`src/hdl/srwl_pkg.sv`:
```
package srwl_pkg;

  // Longest record in characters when no line feed arrives
  localparam int unsigned MAX_LINE_CHARS = 47;
  localparam logic [5:0]  LAST_POS       = 6'(MAX_LINE_CHARS - 1);

  localparam logic [7:0] CH_LF = 8'h0a;
  localparam logic [7:0] CH_S  = 8'h53;

  localparam logic [7:0] DIGIT_BIAS = 8'd48;
  localparam logic [7:0] LOWER_BIAS = 8'd87;
  localparam logic [7:0] UPPER_BIAS = 8'd55;

  // Result kinds
  localparam logic [1:0] KIND_WRITE = 2'd0;
  localparam logic [1:0] KIND_DONE  = 2'd1;
  localparam logic [1:0] KIND_ERROR = 2'd2;

  // Error codes
  localparam logic [2:0] ERR_NONE  = 3'd0;
  localparam logic [2:0] ERR_NO_S  = 3'd1;
  localparam logic [2:0] ERR_HEX   = 3'd2;
  localparam logic [2:0] ERR_TYPE  = 3'd3;
  localparam logic [2:0] ERR_COUNT = 3'd4;

  // Record kinds as held internally
  localparam logic [2:0] REC_HEADER = 3'd0;
  localparam logic [2:0] REC_S1     = 3'd1;
  localparam logic [2:0] REC_S2     = 3'd2;
  localparam logic [2:0] REC_S3     = 3'd3;
  localparam logic [2:0] REC_S9     = 3'd4;
  localparam logic [2:0] REC_S8     = 3'd5;
  localparam logic [2:0] REC_S7     = 3'd6;

  // Configuration register indexes
  localparam logic [1:0] REG_WINDOW_START = 2'd0;
  localparam logic [1:0] REG_WINDOW_END   = 2'd1;
  localparam logic [1:0] REG_DEST_OFFSET  = 2'd2;

  typedef struct packed {
    logic [31:0] window_start;
    logic [31:0] window_end;
    logic [31:0] dest_offset;
  } cfg_t;

  typedef struct packed {
    logic [1:0]  kind;
    logic [31:0] write_address;
    logic [7:0]  write_byte;
    logic [2:0]  error_code;
  } result_t;

  typedef struct packed {
    logic       ok;
    logic [3:0] nib;
  } hex_t;

  function automatic hex_t hex_decode(input logic [7:0] c);
    hex_t h;
    logic [7:0] diff;
    h = '0;
    diff = '0;
    if (c >= "0" && c <= "9") begin
      diff = c - DIGIT_BIAS;
      h.ok = 1'b1;
    end else if (c >= "a" && c <= "f") begin
      diff = c - LOWER_BIAS;
      h.ok = 1'b1;
    end else if (c >= "A" && c <= "F") begin
      diff = c - UPPER_BIAS;
      h.ok = 1'b1;
    end
    h.nib = diff[3:0];
    return h;
  endfunction

  function automatic logic [2:0] addr_bytes(input logic [2:0] rec_kind);
    logic [2:0] n;
    n = 3'd2;
    if (rec_kind == REC_S2 || rec_kind == REC_S8) n = 3'd3;
    if (rec_kind == REC_S3 || rec_kind == REC_S7) n = 3'd4;
    return n;
  endfunction

endpackage

```
`src/hdl/srwl_if.sv`:
```
interface srwl_char_if;
  logic       valid;
  logic       ready;
  logic [7:0] char_in;

  modport source (output valid, output char_in, input ready);
  modport sink (input valid, input char_in, output ready);
endinterface

interface srwl_result_if;
  logic        valid;
  logic        ready;
  logic [1:0]  kind;
  logic [31:0] write_address;
  logic [7:0]  write_byte;
  logic [2:0]  error_code;

  modport source (output valid, output kind, output write_address, output write_byte,
                  output error_code, input ready);
  modport sink (input valid, input kind, input write_address, input write_byte,
                input error_code, output ready);
endinterface

```
`src/hdl/srecord_window_loader.sv`:
```
// S-record loader: takes one ASCII character per request on char_chan and returns
// at most one result per character on result_chan: a data write (address and byte)
// for each data byte of an S1/S2/S3 record lying wholly inside the configured window,
// a done result at the end of the first S7/S8/S9 record, or an error code; after done
// or an error the block ignores further characters until reset. It sustains one
// character per clock cycle while result_chan.ready takes each result; the input
// register feeds the parse logic straight into the result register. A result held
// by result_chan.ready holds the input too.
// Write window_start, window_end and dest_offset only while no character is in flight.
module srecord_window_loader
  import srwl_pkg::*;
(
  input  logic                 clk,
  input  logic                 rst,
  input  logic                 cfg_write,
  input  logic [1:0]           cfg_index,
  input  logic [31:0]          cfg_data,
  srwl_char_if.sink            char_chan,
  srwl_result_if.source        result_chan
);

  cfg_t       cfg;
  logic       in_valid;
  logic [7:0] in_char;
  logic       advance;
  logic       res_valid;
  result_t    res;
  logic       out_valid;
  result_t    out_res;

  // Move a character through the parser when the result slot is free or draining
  assign advance         = in_valid && (!out_valid || result_chan.ready);
  assign char_chan.ready = !in_valid || advance;

  always_ff @(posedge clk) begin
    if (rst) begin
      cfg.window_start <= '0;
      cfg.window_end   <= '1;
      cfg.dest_offset  <= '0;
    end else if (cfg_write) begin
      unique case (cfg_index)
        REG_WINDOW_START: cfg.window_start <= cfg_data;
        REG_WINDOW_END:   cfg.window_end   <= cfg_data;
        REG_DEST_OFFSET:  cfg.dest_offset  <= cfg_data;
        default: ;
      endcase
    end
  end

  always_ff @(posedge clk) begin
    if (rst) begin
      in_valid <= 1'b0;
    end else if (char_chan.valid && char_chan.ready) begin
      in_valid <= 1'b1;
    end else if (advance) begin
      in_valid <= 1'b0;
    end
  end

  always_ff @(posedge clk) begin
    if (char_chan.valid && char_chan.ready) begin
      in_char <= char_chan.char_in;
    end
  end

  srwl_parser u_parser (
    .clk       (clk),
    .rst       (rst),
    .step      (advance),
    .c         (in_char),
    .cfg       (cfg),
    .res_valid (res_valid),
    .res       (res)
  );

  always_ff @(posedge clk) begin
    if (rst) begin
      out_valid <= 1'b0;
    end else if (advance) begin
      out_valid <= res_valid;
    end else if (result_chan.ready) begin
      out_valid <= 1'b0;
    end
  end

  always_ff @(posedge clk) begin
    if (advance && res_valid) begin
      out_res <= res;
    end
  end

  assign result_chan.valid         = out_valid;
  assign result_chan.kind          = out_res.kind;
  assign result_chan.write_address = out_res.write_address;
  assign result_chan.write_byte    = out_res.write_byte;
  assign result_chan.error_code    = out_res.error_code;

endmodule

```
`src/hdl/srwl_parser.sv`:
```
module srwl_parser
  import srwl_pkg::*;
(
  input  logic       clk,
  input  logic       rst,
  input  logic       step,
  input  logic [7:0] c,
  input  cfg_t       cfg,
  output logic       res_valid,
  output result_t    res
);

  logic [5:0]  char_position, char_position_next;
  logic [2:0]  record_kind, record_kind_next;
  logic [4:0]  data_count, data_count_next;
  logic [31:0] record_address, record_address_next;
  logic [3:0]  high_nibble, high_nibble_next;
  logic [3:0]  count_high, count_high_next;
  logic [4:0]  data_index, data_index_next;
  logic        in_window, in_window_next;
  logic        halted, halted_next;

  hex_t        hx;
  logic [2:0]  ab;
  logic [5:0]  dstart;
  logic [5:0]  fend;
  logic [5:0]  fend_cur;
  logic        known;
  logic [7:0]  raw;
  logic [7:0]  count_rest;
  logic        count_ok;
  logic [31:0] addr_shift;
  logic [31:0] write_addr;
  logic        err;
  logic [2:0]  err_code;
  logic        wr;
  logic        done;

  assign hx         = hex_decode(c);
  assign ab         = addr_bytes(record_kind);
  assign dstart     = 6'd4 + {2'b00, ab, 1'b0};
  assign fend       = dstart + {data_count, 1'b0};
  assign known      = char_position >= 6'd4;
  assign raw        = {count_high, hx.nib};
  assign count_rest = raw - {5'b0, ab} - 8'd1;
  assign count_ok   = (raw >= ({5'b0, ab} + 8'd1)) && (count_rest <= 8'd16);
  assign addr_shift = {record_address[27:0], hx.nib};
  assign write_addr = record_address - cfg.window_start + cfg.dest_offset
                      + {27'b0, data_index};

  always_comb begin
    char_position_next  = char_position;
    record_kind_next    = record_kind;
    data_count_next     = data_count;
    record_address_next = record_address;
    high_nibble_next    = high_nibble;
    count_high_next     = count_high;
    data_index_next     = data_index;
    in_window_next      = in_window;
    halted_next         = halted;
    fend_cur            = fend;
    err                 = 1'b0;
    err_code            = ERR_NONE;
    wr                  = 1'b0;
    done                = 1'b0;

    if (step && !halted) begin
      if (char_position == 6'd0) begin
        if (c != CH_S) begin
          err      = 1'b1;
          err_code = ERR_NO_S;
        end else begin
          record_kind_next    = REC_HEADER;
          data_count_next     = '0;
          record_address_next = '0;
          high_nibble_next    = '0;
          count_high_next     = '0;
          data_index_next     = '0;
          in_window_next      = 1'b0;
          char_position_next  = 6'd1;
        end
      end else if (char_position == 6'd1) begin
        char_position_next = 6'd2;
        case (c)
          "0": record_kind_next = REC_HEADER;
          "1": record_kind_next = REC_S1;
          "2": record_kind_next = REC_S2;
          "3": record_kind_next = REC_S3;
          "9": record_kind_next = REC_S9;
          "8": record_kind_next = REC_S8;
          "7": record_kind_next = REC_S7;
          default: begin
            err      = 1'b1;
            err_code = ERR_TYPE;
          end
        endcase
      end else if (known && char_position >= fend) begin
        // checksum and trailing characters are skipped
        if (c == CH_LF || char_position >= LAST_POS) begin
          char_position_next = '0;
          done               = record_kind >= REC_S9;
        end else begin
          char_position_next = char_position + 6'd1;
        end
      end else if (!hx.ok) begin
        err      = 1'b1;
        err_code = ERR_HEX;
      end else begin
        if (char_position == 6'd2) begin
          count_high_next = hx.nib;
        end else if (char_position == 6'd3) begin
          if (!count_ok) begin
            err      = 1'b1;
            err_code = ERR_COUNT;
          end else begin
            data_count_next = count_rest[4:0];
            fend_cur        = dstart + {count_rest[4:0], 1'b0};
          end
        end else if (char_position < dstart) begin
          record_address_next = addr_shift;
          if (char_position == dstart - 6'd1) begin
            in_window_next = record_kind >= REC_S1 && record_kind <= REC_S3
                             && addr_shift >= cfg.window_start
                             && ({1'b0, addr_shift} + {28'b0, data_count})
                                <= {1'b0, cfg.window_end};
          end
        end else if (!char_position[0]) begin
          high_nibble_next = hx.nib;
        end else begin
          wr              = in_window;
          data_index_next = data_index + 5'd1;
        end

        if (!err) begin
          if (char_position >= LAST_POS) begin
            // cut off by length before all digits arrived
            if (({1'b0, char_position} + 7'd1) < {1'b0, fend_cur}) begin
              err      = 1'b1;
              err_code = ERR_COUNT;
            end else begin
              char_position_next = '0;
              done               = record_kind >= REC_S9 && !wr;
            end
          end else begin
            char_position_next = char_position + 6'd1;
          end
        end
      end
    end

    res_valid = 1'b0;
    res       = '0;
    if (err) begin
      halted_next    = 1'b1;
      res_valid      = 1'b1;
      res.kind       = KIND_ERROR;
      res.error_code = err_code;
    end else if (wr) begin
      res_valid         = 1'b1;
      res.kind          = KIND_WRITE;
      res.write_address = write_addr;
      res.write_byte    = {high_nibble, hx.nib};
    end else if (done) begin
      halted_next = 1'b1;
      res_valid   = 1'b1;
      res.kind    = KIND_DONE;
    end
  end

  always_ff @(posedge clk) begin
    if (rst) begin
      char_position  <= '0;
      record_kind    <= '0;
      data_count     <= '0;
      record_address <= '0;
      high_nibble    <= '0;
      count_high     <= '0;
      data_index     <= '0;
      in_window      <= 1'b0;
      halted         <= 1'b0;
    end else begin
      char_position  <= char_position_next;
      record_kind    <= record_kind_next;
      data_count     <= data_count_next;
      record_address <= record_address_next;
      high_nibble    <= high_nibble_next;
      count_high     <= count_high_next;
      data_index     <= data_index_next;
      in_window      <= in_window_next;
      halted         <= halted_next;
    end
  end

endmodule

```
`src/flat_wrapper.sv`:
```
// flat-port wrapper written by rule: the top's interface ports become plain ports
module srecord_window_loader_flat import srwl_pkg::*;
  (clk, rst, cfg_write, cfg_index, cfg_data, char_chan_valid, char_chan_char_in, char_chan_ready, result_chan_valid, result_chan_kind, result_chan_write_address, result_chan_write_byte, result_chan_error_code, result_chan_ready);
  srwl_char_if char_chan_i ();
  srwl_result_if result_chan_i ();
  input  logic clk;
  input  logic rst;
  input  logic cfg_write;
  input  logic [1:0] cfg_index;
  input  logic [31:0] cfg_data;
  input wire logic [$bits(char_chan_i.valid)-1:0] char_chan_valid;
  input wire logic [$bits(char_chan_i.char_in)-1:0] char_chan_char_in;
  output wire logic [$bits(char_chan_i.ready)-1:0] char_chan_ready;
  output wire logic [$bits(result_chan_i.valid)-1:0] result_chan_valid;
  output wire logic [$bits(result_chan_i.kind)-1:0] result_chan_kind;
  output wire logic [$bits(result_chan_i.write_address)-1:0] result_chan_write_address;
  output wire logic [$bits(result_chan_i.write_byte)-1:0] result_chan_write_byte;
  output wire logic [$bits(result_chan_i.error_code)-1:0] result_chan_error_code;
  input wire logic [$bits(result_chan_i.ready)-1:0] result_chan_ready;
  assign char_chan_i.valid = char_chan_valid;
  assign char_chan_i.char_in = char_chan_char_in;
  assign char_chan_ready = char_chan_i.ready;
  assign result_chan_valid = result_chan_i.valid;
  assign result_chan_kind = result_chan_i.kind;
  assign result_chan_write_address = result_chan_i.write_address;
  assign result_chan_write_byte = result_chan_i.write_byte;
  assign result_chan_error_code = result_chan_i.error_code;
  assign result_chan_i.ready = result_chan_ready;
  srecord_window_loader u_core (.clk(clk), .rst(rst), .cfg_write(cfg_write), .cfg_index(cfg_index), .cfg_data(cfg_data), .char_chan(char_chan_i), .result_chan(result_chan_i));
endmodule
```
`config.mk`:
```
export PLATFORM = sky130hd
export DESIGN_NAME = srecord_window_loader_flat
export DESIGN_NICKNAME = d
export VERILOG_FILES = /design/src/hdl/srwl_pkg.sv /design/src/hdl/srwl_if.sv /design/src/hdl/srecord_window_loader.sv /design/src/hdl/srwl_parser.sv /design/src/flat_wrapper.sv
export SDC_FILE = /design/constraint.sdc
export NUM_CORES = 1
export LEC_CHECK = 0
export ABC_CLOCK_PERIOD_IN_PS = 7000
export BUFFER_PORTS_ARGS = -buffer_cell sky130_fd_sc_hd__buf_2
export CAP_MARGIN = 30
export CORE_ASPECT_RATIO = 0.6
export CORE_UTILIZATION = 56
export DETAILED_ROUTE_END_ITERATION = 8
export PLACE_DENSITY = 0.87
export SYNTH_ARGS = -nofsm -noshare
export SYNTH_HDL_FRONTEND = slang
export SYNTH_SLANG_ARGS = --single-unit
```
`constraint.sdc`:
```
create_clock -name clk -period 7 [get_ports clk]
set_input_delay 1.05 -clock clk [delete_from_list [all_inputs] [get_ports clk]]
set_output_delay 1.05 -clock clk [all_outputs]
set_load 0.05 [all_outputs]
```
# Word level (Yosys, flattened, before mapping)
# Cells that the tools add are included.
# op_classes
addsub	17
magnitude_cmp	18
n_eq_ne	29
mux	140
bitwise_logic	1
n_reduce_logical	53
# op_table
cell	count
2-to-1 mux 32 bit	8
2-to-1 mux 6 bit	17
2-to-1 mux 5 bit	16
2-to-1 mux 4 bit	17
2-to-1 mux 1 bit	66
== test 8 x 6 -> 1 bit (second input constant)	7
2-to-1 mux 3 bit	14
adder 32 x 5 -> 33 bit	1
<= comparator 33 x 32 -> 1 bit	1
adder 32 bit	1
adder 32 x 5 -> 32 bit	1
>= comparator 32 bit	1
subtractor 32 bit	1
AND reduction 9 bit	3
nonzero test 2 bit	11
case mux 3 bit (7 select lines)	1
>= comparator 8 x 7 -> 1 bit (second input constant)	2
<= comparator 8 x 7 -> 1 bit (second input constant)	2
AND reduction 8 bit	2
!= test 2 bit (second input constant)	7
logical AND 1 bit	13
adder 5 x 6 -> 6 bit	2
== test 6 x 2 -> 1 bit (second input constant)	2
AND reduction 2 bit	5
46 further kinds	57
# totals
ff_bits	212
input_bits	47
wordCells	278

# Depth between registers and ports, before layout
# logic_depth
word_depth	30
mapped_depth	28

# By module
# A second synthesis with hierarchy kept.
# hier_totals
hier_cells	1705
hier_area_um2	15112.0
# by_module_without_submodules
module	instances	cells_each	area_per_inst_um2
srwl_parser	1	1254	9494.1
srecord_window_loader	1	451	5617.9

# Worst setup path before layout
# No wires, ideal clock.
# synth_path
path_type	reg2reg
startpoint	reg u_core.in_char[0]
endpoint	reg u_core.out_res, in the netlist u_core.result_chan.error_code[0], enable pin
setup_time_ns	0.677
arrival_ns	6.551
path_slack_ns	-0.228
path_stages_with_launch	29
synth_period_minus_slack_ns	7.228
path_cell_list	edfxtp_1 > inv_1 > ha_1 > nand2_1 > o2111ai_1 > and2_2 > mux2i_1 > inv_1 > ha_1 > inv_1 > fa_1 > nor2b_1 > or4_1 > a211oi_1 > o32a_1 > o2111a_2 > and4b_1 > clkbuf_1 > mux2_2 > ha_1 > a21o_1 > a21oi_1 > nor2b_1 > a311oi_1 > nand3b_1 > clkbuf_1 > a31oi_1 > o31ai_1 > nand3b_1
# synth_via
elab_chain_cells	30
elab_cells_between_ends	80
classes_between	add/sub (6); order compare (9); eq/ne (9); mux (49); reduce/logical (7)
# synth_lines
element	line_no	source
start, declared	srecord_window_loader.sv:24	logic [7:0] in_char;
start signal, assigned	srecord_window_loader.sv:62	in_char <= char_chan.char_in;
>= comparator 8 x 7 -> 1 bit or <= comparator 8 x 7 -> 1 bit (tied branches)	srwl_pkg.sv:69	end else if (c >= "A" && c <= "F") begin
logical AND 1 bit	srwl_pkg.sv:69	
2-to-1 mux 4 bit	srwl_pkg.sv:69	
2-to-1 mux 4 bit	srwl_pkg.sv:66	end else if (c >= "a" && c <= "f") begin
2-to-1 mux 4 bit (*)	srwl_pkg.sv:63	if (c >= "0" && c <= "9") begin
named net u_core.u_parser.addr_shift[0]	srwl_parser.sv:32	logic [31:0] addr_shift;
subtractor 8 x 3 -> 8 bit	srwl_parser.sv:45	assign count_rest = raw - {5'b0, ab} - 8'd1;
subtractor 8 x 1 -> 8 bit	srwl_parser.sv:45	
[15 not listed]	--	
2-to-1 mux 1 bit	srwl_parser.sv:97	end else if (known && char_position >= fend) begin
2-to-1 mux 1 bit	srwl_parser.sv:82	end else if (char_position == 6'd1) begin
2-to-1 mux 1 bit	srwl_parser.sv:68	if (char_position == 6'd0) begin
2-to-1 mux 1 bit	srwl_parser.sv:67	if (step && !halted) begin
2-to-1 mux 1 bit	srwl_parser.sv:163	end else if (done) begin
2-to-1 mux 1 bit	srwl_parser.sv:158	end else if (wr) begin
2-to-1 mux 1 bit (*)	srwl_parser.sv:153	if (err) begin
logical AND 1 bit (*)	srecord_window_loader.sv:87	if (advance && res_valid) begin
end signal, assigned	srecord_window_loader.sv:88	out_res <= res;
end, declared	srecord_window_loader.sv:29	result_t out_res;
# The timed path passes the listed nets; every way through them passes the cells marked *. The select of a mux whose other input is x is not followed.
# A chain may end at the register's enable or synchronous reset.

# Final worst setup path
# layout_path
startpoint	reg u_core.in_char[1]
endpoint	reg u_core.out_res, in the netlist u_core.result_chan.write_address[14], enable pin
# Same word-level chain as after synthesis.

==> metrics.md <==
| Metric | Value |
|---|---|
| Max Clock Freq | `152 MHz` |
| Worst r2r src | `u_core.in_char[1]` |
| Via-to-Cell Ratio | `5.88` |
| Grt total ovfl | `0` |
| WP data required | `7230 ps` |
| Avg Cell Area, Syn | `8.47 µm²` |
| Synth warnings | `0` |
| Global routing usage on met1 | `0.434` |
| Register bit total from synthesis | `212` |
| DRC violations left | `0` |
| Routed Antenna Nets | `0` |
| Pwr/cell area | `186 nW/µm²` |
| Final Wtd Congestion | `0.936` |
| Post-synth EDFFs | `53` |
| H-tree levels | `1` |
| Worst skew pair latency | `540 ps` |
| Final period utilization | `0.941` |
| Status | `completed` |
| Crit path to | `u_core.result_chan.write_address[14]` |
| Syn Inst Count | `1714` |
| Fin util | `0.634` |
| Via count | `12675` |
| Area leader, netlist | `dfxtp_1` |
| Layout area overhead | `10.8%` |
| Pin count of the biggest net entering global routing | `88` |
| Cell Area, Synth | `14500 µm²` |
| Die area | `26600 µm²` |
| Flop-to-flop setup slack | `410 ps` |
| Crit path arrival time | `6820 ps` |
| Cts-stage hold buffer count | `0` |
| Worst setup EP type | `register` |
| Met3 usage | `0.0666` |
| Busiest grt layer | `met1` |
| Final Slew Violations | `0` |
| Pre-antenna DRT Iters | `7` |
| Hpwl dp | `29000 µm` |
| Ant diodes | `0` |
| Total Wirelength | `39000 µm` |
| Clock sinks | `212` |
| First-pass GRT wire length | `62500 µm` |
| Post-route minimum period | `6590 ps` |
| Area share of the largest cell type after synthesis | `0.219` |
| Vias in the first global route | `12044` |
| Syn Nets | `1956` |
| Nets | `2027` |
| Post-synth cell types | `77` |
| Total global-route track usage | `0.296` |
| Worst Clk Skew | `15.7 ps` |
| TritonCTS clock tree | `done` |
| Largest cells by area after synthesis | `dfxtp_1 (22%), ha_1 (13%), edfxtp_1 (11%)` |
| Startpoint Class | `register` |
| Max Cap Violations | `0` |
| DR WL/cell | `18.1 µm` |
| Crit path launch | `u_core.in_char[1]` |
| Pleak | `7.17 nW` |
| CP max FO | `28` |
| Post-synth ARST share | `0` |
| Max rail drop VDD | `0.000142 V` |
| Relative slew slack | `0.257` |
| IO buf count | `93` |
| Final Hold Viols | `0` |
| Row cnt | `45` |
| Die height | `127 µm` |
| R2R depth | `27` |
| Starting density of the core | `0.572` |
| Global-route track usage on met2 | `0.434` |
| Die Wd | `210 µm` |
| Top-Level Pins | `94` |
| Hold crit path type | `reg2reg` |
| Number of CTS-inserted buffers | `23` |
| Max clock buf depth | `3` |
| Worst Tran Pin Value | `1110 ps` |
| Starting DRT DRC Count | `1393` |
| Reg-to-reg endpoint | `u_core.result_chan.write_address[14]` |
| Ratio of cells with drive above 1 in the final layout | `0.108` |
| CTS clk-pin slew, worst paths | `70 ps` |
| Initial antenna violation count | `0` |
| Critical path type | `reg2reg` |
| Top_reg_cell synth | `dfxtp_1` |
| Fin Setup TNS | `0 ps` |
| Seq/Total Area, Yosys | `0.329` |
| Root Buffer | `clkbuf_16` |
| # setup viols final | `0` |
| Core Region | `25400 µm²` |
[cell families (layout without fill, tap and decap cells)]
logic type | Yosys count | count (layout) | synth area share
and+or+nand+nor | 544 | 544 | 0.177
AOI/OAI and AO/OA | 376 | 376 | 0.172
buffers and inverters | 299 | 387 | 0.0798
DFF | 212 | 212 | 0.329
adders and majority gates | 195 | 195 | 0.188
xor gates and xnor gates | 71 | 71 | 0.0428
muxes | 17 | 17 | 0.0119
[cell usage in the layout (no fill, tap or decap), types with 23 or more instances in the layout]
master | synthesis | layout
xnor2_1 | 52 | 52
buf_2 | 8 | 92
dfxtp_1 | 159 | 159
a211o_1 | 34 | 34
inv_1 | 233 | 233
clkbuf_16 | 0 | 23
o21ai_0 | 40 | 40
nand2_1 | 205 | 205
nor2_1 | 134 | 133
a21oi_1 | 163 | 163
fa_1 | 39 | 39
nand4_1 | 26 | 26
ha_1 | 156 | 156
nand3_1 | 51 | 51
a21o_1 | 46 | 46
edfxtp_1 | 53 | 53
[synthesized netlist by cell type, types with 10 or more instances]
master    number
a211o_1       34
nor2b_1       16
o21ai_0       40
ha_1         156
edfxtp_1      53
nand2b_1      12
a21oi_1      163
nand2_1      205
nor3_1        22
clkbuf_1      48
nand4_1       26
xnor2_1       52
xor2_1        19
a21o_1        46
inv_1        233
and3_1        14
dfxtp_1      159
nand3_1       51
fa_1          39
nor2_1       134
and2_1        10
mux2i_1       15
[what timing repair did]
item,CTS,global route
resized for setup,0,9
setup buffers,0,4
endpoints found under the setup margin,0,47
[routing by layer]
metal,up-vias,routed length (µm)
met3,59,3920
li1,5994,-
met2,559,16300
met1,6063,17900
met5,-,0
met4,0,833
[cell type report]
| type | instances | area [µm²] |
|---|---|---|
| Timing Repair Buffer | 112 | 659 |
| Fill cell | 2085 | 9300 |
| Clock buffer | 29 | 598 |
| Inverter | 233 | 875 |
| Sequential cell | 212 | 4770 |
| Multi-Input combinational cell | 1203 | 8630 |
| Tap cell | 352 | 440 |
| Clock inverter | 13 | 115 |
[power by group]
group          internal, W  total [W]  switching (W)  leakage (nW)
logic             0.000183   0.000493       0.000310          5.00
registers          0.00129    0.00131      0.0000197          1.83
clock network     0.000652    0.00119       0.000541         0.340
total              0.00212    0.00299       0.000871          7.17
[worst min path at each step]
stage	slack, ps	start	end	depth (start not counted)
floorplan	430	u_core.u_parser.record_address[29]	u_core.u_parser.record_address[29]	2
global placement	440	u_core.u_parser.record_address[30]	u_core.u_parser.record_address[30]	2
finish	450	u_core.cfg[11]	u_core.cfg[11]	2
detailed placement	450	u_core.cfg[11]	u_core.cfg[11]	2
CTS	460	u_core.cfg[11]	u_core.cfg[11]	2
global route	470	u_core.cfg[11]	u_core.cfg[11]	2
[registers in the layout, summed over array words and instances (netlist names), 2 cells and up]
| signal | cells |
|---|---|
| u_core.u_parser.record_address | 32 |
| u_core.result_chan.kind | 2 |
| u_core.u_parser.char_position | 6 |
| u_core.u_parser.count_high | 4 |
| u_core.result_chan.write_byte | 8 |
| u_core.result_chan.error_code | 3 |
| u_core.u_parser.data_count | 5 |
| u_core.u_parser.data_index | 5 |
| u_core.in_char | 8 |
| u_core.u_parser.high_nibble | 4 |
| u_core.u_parser.record_kind | 3 |
| u_core.cfg | 96 |
| u_core.result_chan.write_address | 32 |
[worst max-delay path, stage by stage (launching register included)]
cell and delay (ps):
edfxtp_1 480, inv_1 130, ha_1 220, nor2_1 90, a2111oi_4 450, and2_4 260
a21oi_1 80, nor2_1 110, a31oi_1 70, inv_1 180, ha_1 320, nor2b_1 180
or4_1 420, a211oi_1 190, o32a_1 180, o2111a_2 250, and4b_2 310, mux2_2 360
ha_1 290, a21o_1 180, a21oi_1 130, nor2b_1 60, a311oi_1 340, nand3b_1 160
a31oi_1 250, o31ai_2 120, nand3b_1 230, buf_12 220
[through the flow]
step	cell area, µm²	power [W]	hold WS, ps	worst slack (ps)	cells
after global placement	15300	0.00179	440	544	2106
after detailed placement	15300	0.00181	446	377	2107
after CTS	16000	0.00299	455	360	2149
final	16100	0.00299	452	414	2154
after floorplan	14500	0.00168	432	48.6	1714
after global routing	16100	0.00311	468	-28.7	2154
Power figures use the tool's default switching activity.
